<file path="config.mk">
export PLATFORM = sky130hd
export DESIGN_NAME = pscq_front
export DESIGN_NICKNAME = d
export VERILOG_FILES = /design/src/hdl/pscq_pkg.sv /design/src/hdl/pscq_front.sv
export SDC_FILE = /design/constraint.sdc
export NUM_CORES = 1
export LEC_CHECK = 0
export BUFFER_PORTS_ARGS = -buffer_cell sky130_fd_sc_hd__buf_2
export CAP_MARGIN = 10
export CORE_MARGIN = 1
export CORE_UTILIZATION = 30
export CTS_CLUSTER_SIZE = 40
export DETAILED_ROUTE_END_ITERATION = 7
export GPL_TIMING_DRIVEN = 0
export PLACE_DENSITY_LB_ADDON = 0.05
export SYNTH_ARGS = -nofsm -noshare
export SYNTH_HDL_FRONTEND = slang
export SYNTH_SLANG_ARGS = --single-unit
</file>
<file path="constraint.sdc">
create_clock -name clk -period 13.3 [get_ports clk]
set_input_delay 1.33 -clock clk [delete_from_list [all_inputs] [get_ports clk]]
set_output_delay 1.33 -clock clk [all_outputs]
set_load 0.03 [all_outputs]
</file>
<file path="src/hdl/pscq_pkg.sv">
// Shared types and codes for the per-source command queue.
// No dependencies; every other file in hdl/ imports this package.
package pscq_pkg;

  typedef enum logic [1:0] {
    OP_ENQ     = 2'd0,
    OP_DEQ     = 2'd1,
    OP_CLR_SRC = 2'd2,
    OP_CLR_ALL = 2'd3
  } op_t;

  typedef enum logic [2:0] {
    ST_OK      = 3'd0,
    ST_INVALID = 3'd1,
    ST_STALE   = 3'd2,
    ST_FULL    = 3'd3,
    ST_SEQ_REJ = 3'd4,
    ST_EMPTY   = 3'd5,
    ST_NO_CMD  = 3'd6
  } status_t;

  typedef enum logic [1:0] {
    S_IDLE,
    S_ENQ_CHK,
    S_SCAN
  } state_t;

  typedef struct packed {
    logic [7:0]  slot;
    logic [31:0] gen;
    logic [31:0] seq;
    logic [31:0] tag;
    logic [63:0] body;
  } entry_t;

  // Command as classified by the front end.
  typedef struct packed {
    op_t    op;
    logic   ok;
    logic   cur;
    logic   in_range;
    entry_t ent;
  } cmd_t;

endpackage

</file>
<file path="src/hdl/pscq_front.sv">
// Front end: takes commands, decodes action and slot range, and holds them in
// a two-entry queue for the back end. Depends on pscq_pkg.
module pscq_front #(
  parameter int FIRST_SLOT = 1,
  parameter int LAST_SLOT  = 64
) (
  input  logic               clk,
  input  logic               rst_n,
  input  logic               start,
  output logic               busy,
  input  logic [1:0]         in_action,
  input  logic               in_command_ok,
  input  logic               in_source_current,
  input  logic [7:0]         in_source_slot,
  input  logic [31:0]        in_source_generation,
  input  logic [31:0]        in_seq_number,
  input  logic [31:0]        in_life_tag,
  input  logic [63:0]        in_body,
  output logic               cmd_valid,
  output pscq_pkg::cmd_t     cmd,
  input  logic               cmd_pop
);
  import pscq_pkg::*;

  cmd_t       fifo_r [2];
  logic       wptr_r, rptr_r;
  logic [1:0] cnt_r;
  logic       push;
  cmd_t       cls;

  assign busy      = (cnt_r == 2'd2);
  assign push      = start && !busy;
  assign cmd_valid = (cnt_r != 2'd0);
  assign cmd       = fifo_r[rptr_r];

  always_comb begin
    cls.op       = op_t'(in_action);
    cls.ok       = in_command_ok;
    cls.cur      = in_source_current;
    cls.in_range = (int'(in_source_slot) >= FIRST_SLOT) && (int'(in_source_slot) <= LAST_SLOT);
    cls.ent.slot = in_source_slot;
    cls.ent.gen  = in_source_generation;
    cls.ent.seq  = in_seq_number;
    cls.ent.tag  = in_life_tag;
    cls.ent.body = in_body;
  end

  always_ff @(posedge clk) begin
    if (push) begin
      fifo_r[wptr_r] <= cls;
    end
  end

  always_ff @(posedge clk) begin
    if (!rst_n) begin
      wptr_r <= 1'b0;
      rptr_r <= 1'b0;
      cnt_r  <= 2'd0;
    end else begin
      if (push) begin
        wptr_r <= ~wptr_r;
      end
      if (cmd_pop) begin
        rptr_r <= ~rptr_r;
      end
      cnt_r <= cnt_r + 2'(push) - 2'(cmd_pop);
    end
  end

endmodule

</file>
==> results_dict.tcl, run 1 <==
set metrics [dict create \
    status "finished, final reports clean" \
    hold_path_class "register to register" \
    tns_ns 0 \
    gp_congestion 0.707 \
    multiInputGateArea_um2 2090 \
    ys_seq_area_share_pct 81.6 \
    cp_max_fo 10 \
    mostFrequentLayoutCell "buf_2" \
    clock-sinks 351 \
    p_sw_share_pct 26.9 \
    cap_violations 0 \
    dr.pass1.iters 4 \
    regArea_um2 10500 \
    peakVddDrop_uv 88.9 \
    drive_gt1_share_pct 60.4 \
    synth_fp_nets 748 \
    hold_buffers 0 \
    pre_cts_slack_ns 9.87 \
    seqPwrFrac_pct 47.4 \
    grt_start_max_net_pins 93 \
    layout_setup_ws_ns 10.08 \
    wl_um 29300 \
    crit_path_end_kind "output pin" \
    start_kind "register" \
    num_io_pins 351 \
    wl_per_cell_um 19.1 \
    synth_cell_types 23 \
    syn_area_per_cell_um2 22.5 \
    pwr-share-clk_pct 35.4 \
    critPathArrivalTime_ns 1.89 \
    grt_pass1_vias 6896 \
    die_y_um 209 \
    max_freq_ghz 0.310 \
    setup_violations 0 \
    setup.worst_path.class "register to output pin" \
    fill_cells 3978 \
    coreArea_um2 42100 \
    p_leak_nw 6.14 \
    tightest_slew_ns 0.668 \
    worst_clock_skew_ns 0.0121 \
    clkTransAtPathRegs_ns 0.05 \
    cts_resized 0 \
    power_frac_comb_pct 17.2 \
    dieArea_um2 43700 \
    clock_latency_ns 0.54 \
    cts-buffers-inserted 41 \
    critPathRequiredTime_ns 11.97 \
    vias 6545 \
    vias_per_cell 4.26 \
    power.internal_mw 2.09 \
    relSlewSlack_pct 55.5 \
    grt_use_total_pct 13.1 \
    drc_errors 0 \
    rsz0062_at_grt "false" \
    cts_setup_buffers 0 \
    drt_iter0_drc 305 \
    grt_pass1_wl_um 42600 \
    syn_area_um2 12800 \
    power.switching_uw 770 \
    grt-ovfl-total 0 \
    mostFrequentLayoutCells "buf_2, edfxtp_1, mux2_2" \
    cts_buffer_depth 3 \
    antenna_left 0 \
    initial_core_util_pct 30.5 \
    die_width_um 209 \
    min_period_ns 3.22 \
    timing.final.hold_violations 0 \
    antenna_found_initial 6 \
    ys_warn_count 0 \
    powerDensity_nw_per_um2 173 \
    syn_to_final_growth_pct 29.2 \
    core.rowCount 75 \
    ys_ff_latch 351 \
    cts_tree "built" \
    portBuffers 350 \
    slew_viol_final 0 \
    cts_max_level 2 \
    layout.nets 1145 \
    netlist_instances 570 \
    cts_root_buffer "clkbuf_16" \
    dpl.hpwl_um 19300 \
    post-route-period-util_pct 24.2 \
]
[worst paths after layout]
path	cells after the start	end	from	slack [ns]
max	4	cmd[50]	register	10.08
min	2	wptr_r	wptr_r	0.51
min reg2reg	2	wptr_r	wptr_r	0.51
max reg2reg	5	fifo_r[0][34]	cnt_r[0]	10.92
[per-layer routing]
layer,up-vias,global-route usage (%),routed length (um)
li1,3066,-,-
met1,3199,15.2,12100
met2,212,21.2,13800
met3,60,5.79,2650
met4,8,5.38,760
met5,-,0,48
[sequential cells by signal, indices dropped and copies added (netlist names), named ones only]
name / cells
wptr_r: 1
fifo_r: 346
rptr_r: 1
cnt_r: 2
[Yosys cell counts]
cell type  count  area [um2]
a21o_1         1        7.51
or3_1          1        6.26
o21ai_0        1        5.00
inv_2          1        3.75
xnor2_1        1        8.76
and2_1         2        12.5
dfxtp_1        5         100
a21oi_1        2        10.0
and3_1         1        6.26
ha_1           2        25.0
xor2_1         1        8.76
nand2_1        1        3.75
buf_6          4        45.0
clkbuf_8      15         206
or2_2          1        6.26
nor2_1         4        15.0
nand2b_2       1        8.76
mux2_2       173        1950
inv_1          4        15.0
nand3_1        1        5.00
nor4_1         1        6.26
edfxtp_1     346       10400
nor3_1         1        5.00
[critical path, stage by stage (launching register included)]
cell      delay [ns]
dfxtp_1         0.35
buf_6           0.22
clkbuf_8        0.22
mux2_2          0.37
buf_2           0.18
[through the flow]
stage	util, %	std cells	hold slack (ns)	area, um2	power, mW
after CTS	39.4	1533	0.512	16600	2.92
after floorplan	-	570	0.458	12800	1.73
final	39.4	1535	0.510	16600	2.86
after global placement	36.3	1459	0.483	15300	1.91
after global routing	39.4	1533	0.544	16600	2.98
after detailed placement	36.5	1463	0.502	15400	1.89
[logic make-up (layout without fill, tap and decap cells)]
family                     Yosys count  in the layout  share of synthesized area, %
buffers and inverters               24            448                          2.10
DFF                                351            351                          81.6
adders and majority gates            2              2                         0.195
muxes                              173            173                          15.2
other                                0              2                             0
AOI/OAI and AO/OA                    4              4                         0.175
xor gates and xnor gates             2              2                         0.136
and+or+nand+nor                     14             14                         0.584
[power groups by stage]
stage          Combinational (mW)  Clock [mW]  Sequential, mW
2_1_floorplan               0.331           0            1.39
3_3_place_gp                0.495           0            1.42
3_5_place_dp                0.504           0            1.38
4_1_cts                     0.506        1.05            1.36
5_1_grt                     0.524        1.09            1.37
6_report                    0.492        1.01            1.36
[final cells by class]
class	count	area share (%)
Antenna cell	2	0.0302
Buffer	19	1.52
Inverter	5	0.158
Multi-Input combinational cell	195	12.6
Tap cell	539	4.06
Timing Repair Buffer	354	11.2
Clock buffer	59	6.85
Sequential cell	351	63.2
Clock inverter	11	0.339
No activity file was read; power rests on OpenSTA's default activity.
==> run 2, diff against run 1 <==
--- a/config.mk
+++ b/config.mk
@@ -5,6 +5,7 @@
 export SDC_FILE = /design/constraint.sdc
 export NUM_CORES = 1
 export LEC_CHECK = 0
+export ABC_AREA = 1
 export BUFFER_PORTS_ARGS = -buffer_cell sky130_fd_sc_hd__buf_2
 export CAP_MARGIN = 10
 export CORE_MARGIN = 1
==> constraint.sdc (replaced) <==
create_clock -name clk -period 2.7 [get_ports clk]
set_input_delay 0.27 -clock clk [delete_from_list [all_inputs] [get_ports clk]]
set_output_delay 0.27 -clock clk [all_outputs]
set_load 0.03 [all_outputs]
==> run 2 against run 1 <==
Against the previous run: utilization up 4.5 points; critical path depth up 4; largest power group unchanged; critical endpoint is now fifo_r[1][44]; register-to-register slack worse by 10 ns; highest routed layer is now met4; synthesized cell count up 3.9%; worst hold slack worse by 0.37 ns.
==> results_dict.tcl, run 2 <==
set metrics [dict create \
    status "finished, final reports clean" \
    coreArea_um2 42100 \
    r2r_setup_slack_ns 0.53 \
    peakVddDrop_uv 435 \
    grt_start_max_net_pins 36 \
    synthSimpleGateAreaFrac_pct 0.931 \
    grt-ovfl-total 0 \
    syn_to_final_growth_pct 43.5 \
    ys_ff_latch 351 \
    grt_use_total_pct 14.0 \
    regMostFlops "fifo_r" \
    design_area_um2 18500 \
    synth_top_area_share_pct 80.5 \
    clkTransAtPathRegs_ns 0.06 \
    grt_pass1_vias 7919 \
    cts_max_level 2 \
    synthArstFlopShare_pct 0 \
    worst_clock_skew_ns 0.00669 \
    syn_area_per_cell_um2 21.8 \
    crit_path_end_kind "register" \
    die_y_um 209 \
    yosys.area.top_type "edfxtp_1" \
    mostFrequentLayoutCells "buf_2, edfxtp_1, dlygate4sd3_1" \
    hold_path_class "input pin to register" \
    critPathArrivalTime_ns 2.44 \
    clock_latency_ns 0.53 \
    layout.nets 1349 \
    wl_um 30700 \
    cts_tree "built" \
    ys_seq_area_share_pct 81.3 \
    syn_area_um2 12900 \
    cts_resized 0 \
    post-route-period-util_pct 80.2 \
    synth_fp_nets 770 \
    dp.cells 1494 \
    portBuffers 350 \
    wl_per_cell_um 17.7 \
    clock-sinks 351 \
    dpl.hpwl_um 20900 \
    drive_gt1_share_pct 51.4 \
    rsz0062_at_grt "false" \
    synth_xor_area_share_pct 0.0679 \
    netlist_instances 592 \
    gp_congestion 0.726 \
    drc_errors 0 \
    cts_setup_buffers 0 \
    regArea_um2 10500 \
    tns_ns 0 \
    powerDensity_nw_per_um2 755 \
    muxShareOfSynthArea_pct 15.1 \
    max_freq_ghz 0.462 \
    setup_violations 0 \
    synth_top_family_by_area "multiplexers" \
    synth_area_leaders "edfxtp_1, mux2_2, clkbuf_8, dfxtp_1, nor2_1" \
    timing.final.hold_violations 0 \
    reg_top3 "fifo_r (346), cnt_r (2)" \
    vias_per_cell 4.22 \
    dieArea_um2 43800 \
    dr.pass1.iters 4 \
    core.rowCount 75 \
    cts-buffers-inserted 40 \
    grt_pass1_wl_um 46100 \
    fill_cells 3856 \
    largest_reg_flops 346 \
    placed_area_um2 15600 \
    cap_violations 0 \
    synth_common_cells "edfxtp_1, mux2_2, nor2_1, clkbuf_8, inv_1" \
    initial_core_util_pct 30.6 \
    critPathRequiredTime_ns 2.97 \
    cts_root_buffer "clkbuf_16" \
    vias 7327 \
    start_kind "register" \
    tightest_slew_ns 0.656 \
    relSlewSlack_pct 56.2 \
    synth.most_common_cell "edfxtp_1" \
    ys.flop_type "edfxtp_1" \
    final_cells 1736 \
    p_leak_nw 6.98 \
    multiInputGateArea_um2 2130 \
    slew_viol_final 0 \
    antenna_left 0 \
    setup.worst_path.class "register to register" \
    ys_warn_count 0 \
    min_period_ns 2.17 \
    drt_iter0_drc 288 \
    synth_edf_count 346 \
    antenna_found_initial 2 \
    synth_compound_area_share_pct 0.0388 \
    num_io_pins 351 \
    cp_max_fo 35 \
    cts_buffer_depth 3 \
    die_width_um 209 \
    synthAdderAreaFrac_pct 0.194 \
    synth_cell_types 13 \
    mostFrequentLayoutCell "buf_2" \
]
==> run 2: final timing paths <==
path | startpoint | depth (start not counted) | endpoint
min | start | 5 | wptr_r
max reg2reg | cnt_r[1] | 8 | fifo_r[1][44]
min reg2reg | rptr_r | 2 | rptr_r
max | cnt_r[1] | 8 | fifo_r[1][44]
==> run 2: critical path: stages, from the launching register on <==
cell        delay (ns)
dfxtp_2           0.33
inv_2             0.05
nor2_4            0.13
nor2_4            0.05
nand2_2           0.09
clkinvlp_4        0.46
buf_12            0.36
buf_12            0.19
buf_12            0.20
==> run 2: kinds of logic (layout without fill, tap and decap cells) <==
| family | after synthesis | count (layout) |
|---|---|---|
| XOR/XNOR | 1 | 1 |
| AND/OR/NAND/NOR | 31 | 31 |
| multiplexers | 173 | 173 |
| buffers and inverters | 33 | 636 |
| AO/OA/AOI/OAI | 1 | 1 |
| flip-flops | 351 | 351 |
| other | 0 | 2 |
| adder cells (fa/ha/maj) | 2 | 2 |
==> run 2: per-layer routing <==
layer  part of all wire [%]  track usage, %
met1                     41            16.6
met2                     49            23.8
met3                    6.8            4.10
met4                    2.5            5.38
met5                      0               0
==> run 2: final cells by class <==
cell class                 count  share of cell area [%]
antenna                        2                  0.0270
buffer                        19                    1.36
clock buffer                  47                    5.66
clock inverter                19                   0.439
inverter                      14                   0.304
multi-input combinational    208                    11.5
sequential                   351                    56.7
tap                          539                    3.64
timing repair buffer         537                    20.4
==> run 2: repair_timing <==
action                                  in CTS  in global routing
hold endpoints to repair                   349                  0
endpoints found under the setup margin       0                  0
hold buffers                               174                  0
==> run 2: metrics by stage <==
| step | total power [mW] | utilization [%] | worst slack [ns] | hold slack [ns] |
|---|---|---|---|---|
| finish | 14.0 | 43.9 | 0.534 | 0.135 |
| global route | 14.6 | 43.9 | 0.372 | 0.148 |
| CTS | 14.3 | 43.9 | 0.470 | 0.0962 |
| global placement | 9.13 | 36.5 | -3.10 | 0.458 |
| floorplan | 8.30 | - | -1.00 | 0.363 |
| detailed placement | 9.17 | 37.1 | 0.476 | 0.461 |
==> run 2: report_power, final <==
part           internal, mW  total (mW)  switching (mW)
Sequential             6.59        6.69          0.0964
Clock                  2.74        4.77            2.03
Combinational         0.964        2.52            1.55
Total                  10.3        14.0            3.68
==> run 3, diff against run 2 <==
==> constraint.sdc (replaced) <==
create_clock -name clk -period 1.81 [get_ports clk]
set_input_delay 0.181 -clock clk [delete_from_list [all_inputs] [get_ports clk]]
set_output_delay 0.181 -clock clk [all_outputs]
set_load 0.03 [all_outputs]
==> run 3 against run 2 <==
Against the previous run: the flow now finishes with violations (negative setup slack); first-iteration DRC count decreased by 3.5%; cell count increased by 0.98%; utilization increased by 3.6 points; via count increased by 2.0%; sequential share of layout area decreased by 4.3 points; largest cell class unchanged; wire length increased by 5.5%; highest routed layer unchanged.
==> results_dict.tcl, run 3 (synthesized netlist as in run 2, its figures left out) <==
set metrics [dict create \
    relSlewSlack_pct 72.6 \
    dr.pass1.iters 4 \
    pwr-share-clk_pct 32.8 \
    cap_violations 0 \
    grtUsageMet2_pct 24.4 \
    num_io_pins 351 \
    initial_core_util_pct 30.6 \
    layout_setup_ws_ns -0.195 \
    wl_um 32400 \
    tightest_slew_ns 0.411 \
    post-route-period-util_pct 111 \
    p_sw_share_pct 26.2 \
    slew_viol_final 0 \
    power.switching_mw 5.69 \
    use_met3_pct 4.28 \
    clock_latency_ns 0.54 \
    core.rowCount 75 \
    dpl.hpwl_um 20900 \
    gr-usage-met1_pct 17.4 \
    power.internal_mw 16.0 \
    vias 7474 \
    timing.final.hold_violations 0 \
    fill_cells 3702 \
    die_width_um 209 \
    rsz0062_at_grt "true" \
    cts-buffers-inserted 40 \
    layout.nets 1367 \
    p_leak_nw 7.80 \
    antenna_found_initial 1 \
    largest_reg_flops 346 \
    path_cells "buf_12, clkbuf_16, clkbuf_16, mux2_4, buf_6" \
    grt_use_total_pct 14.5 \
    peakVddDrop_uv 670 \
    worst_clock_skew_ns 0.00652 \
    max_freq_ghz 0.499 \
    setup.worst_path.class "register to output pin" \
    violations "negative setup slack" \
    power_frac_comb_pct 21.2 \
    slowest_stage "dfxtp_4" \
    critPathArrivalTime_ns 1.82 \
    top_usage_layer "met2" \
    seqPwrFrac_pct 46.0 \
    cp_max_fo 5 \
    gp_congestion 0.726 \
    cts_root_buffer "clkbuf_16" \
    dieArea_um2 43800 \
    grt-ovfl-total 0 \
    coreArea_um2 42100 \
    clock-sinks 351 \
    mostFrequentLayoutCells "edfxtp_1, buf_2, dlygate4sd3_1" \
    drt_iter0_drc 278 \
    cts_max_level 2 \
    powerDensity_nw_per_um2 1090 \
    wl_per_cell_um 18.5 \
    portBuffers 350 \
    path_buf_inv 4 \
    drc_errors 0 \
    r2r_setup_slack_ns 0.12 \
    grt_pass1_wl_um 47700 \
    die_y_um 209 \
    tns_ns -26.47 \
    syn_to_final_growth_pct 55.2 \
    cts_buffer_depth 3 \
    min_period_ns 2.00 \
    drive_gt1_share_pct 52.2 \
    pre_cts_slack_ns -0.414 \
    cts_tree "built" \
    antenna_left 0 \
    crit_path_end_kind "output pin" \
    mostFrequentLayoutCell "edfxtp_1" \
    finalPower_mw 21.7 \
    vias_per_cell 4.26 \
    reg_top3 "fifo_r (346), cnt_r (2)" \
    status "finished, violations left" \
    cpMostUsedCell "clkbuf_16" \
    setup_violations 171 \
    hold_path_class "input pin to register" \
    grt_pass1_vias 8112 \
    start_kind "register" \
    crit_family "buffers and inverters" \
    cpPeakStageDelay_ns 0.36 \
    regMostFlops "fifo_r" \
    clkTransAtPathRegs_ns 0.06 \
    critPathRequiredTime_ns 1.63 \
    grt_start_max_net_pins 36 \
]
-- run 3: path summary, 6_finish.rpt --
path	start	endpoint	cells past startpoint
worst min-delay path	start	wptr_r	5
worst min register to register	rptr_r	rptr_r	2
worst max register to register	cnt_r[1]	fifo_r[0][41]	8
worst max-delay path	register	cmd[18]	5
-- run 3: power by group through the flow --
| stage | Combinational, mW | Sequential (mW) | Clock (mW) |
|---|---|---|---|
| finish | 4.60 | 10.0 | 7.14 |
| global route | 4.86 | 10.1 | 7.72 |
| CTS | 4.33 | 9.99 | 7.44 |
| detailed placement | 3.53 | 10.2 | 0 |
| global placement | 3.33 | 10.3 | 0 |
| floorplan | 2.19 | 10.2 | 0 |
-- run 3: final cells by class --
type / instances / area, um2 / area share (%)
repair buffers: 555 / 4740 / 23.7
flip-flops and latches: 351 / 10500 / 52.4
plain buffers: 19 / 418 / 2.09
clock inverters: 19 / 81.3 / 0.406
well taps: 539 / 674 / 3.37
inverters: 14 / 56.3 / 0.281
diodes: 1 / 2.50 / 0.0125
multi-input cells: 208 / 2510 / 12.5
clock buffers: 47 / 1050 / 5.24
-- run 3: worst register-to-register path, stage by stage, from the launching register on --
cell,delay (ns)
dfxtp_2,0.32
inv_2,0.08
nor2_4,0.05
nor2_4,0.11
inv_2,0.07
nor2_4,0.13
buf_16,0.18
buf_12,0.21
buf_12,0.23
-- run 3: metal layers --
| metal | wire length (um) | vias up | part of all wire (%) |
|---|---|---|---|
| met4 | 775 | 0 | 2.4 |
| met2 | 15700 | 196 | 49 |
| li1 | - | 3527 | - |
| met3 | 2070 | 50 | 6.4 |
| met1 | 13800 | 3701 | 43 |
| met5 | 0 | - | 0 |
-- run 3: what timing repair did --
item | CTS | global route
setup buffers | 5 | 1
pin swaps | 1 | 0
cloned | 6 | 7
hold buffers | 174 | 0
endpoints found under the hold margin | 349 | 0
resized for setup | 192 | 190
setup endpoints to repair | 431 | 208
-- run 3: metrics by stage --
stage	instance area [um2]	std cells	hold slack (ns)	utilization, %
finish	20000	1753	0.0445	47.5
CTS	19400	1745	0.00720	46.0
global placement	15400	1481	0.369	36.5
floorplan	12900	592	0.274	-
global route	20000	1753	0.0587	47.5
detailed placement	15600	1494	0.372	37.1
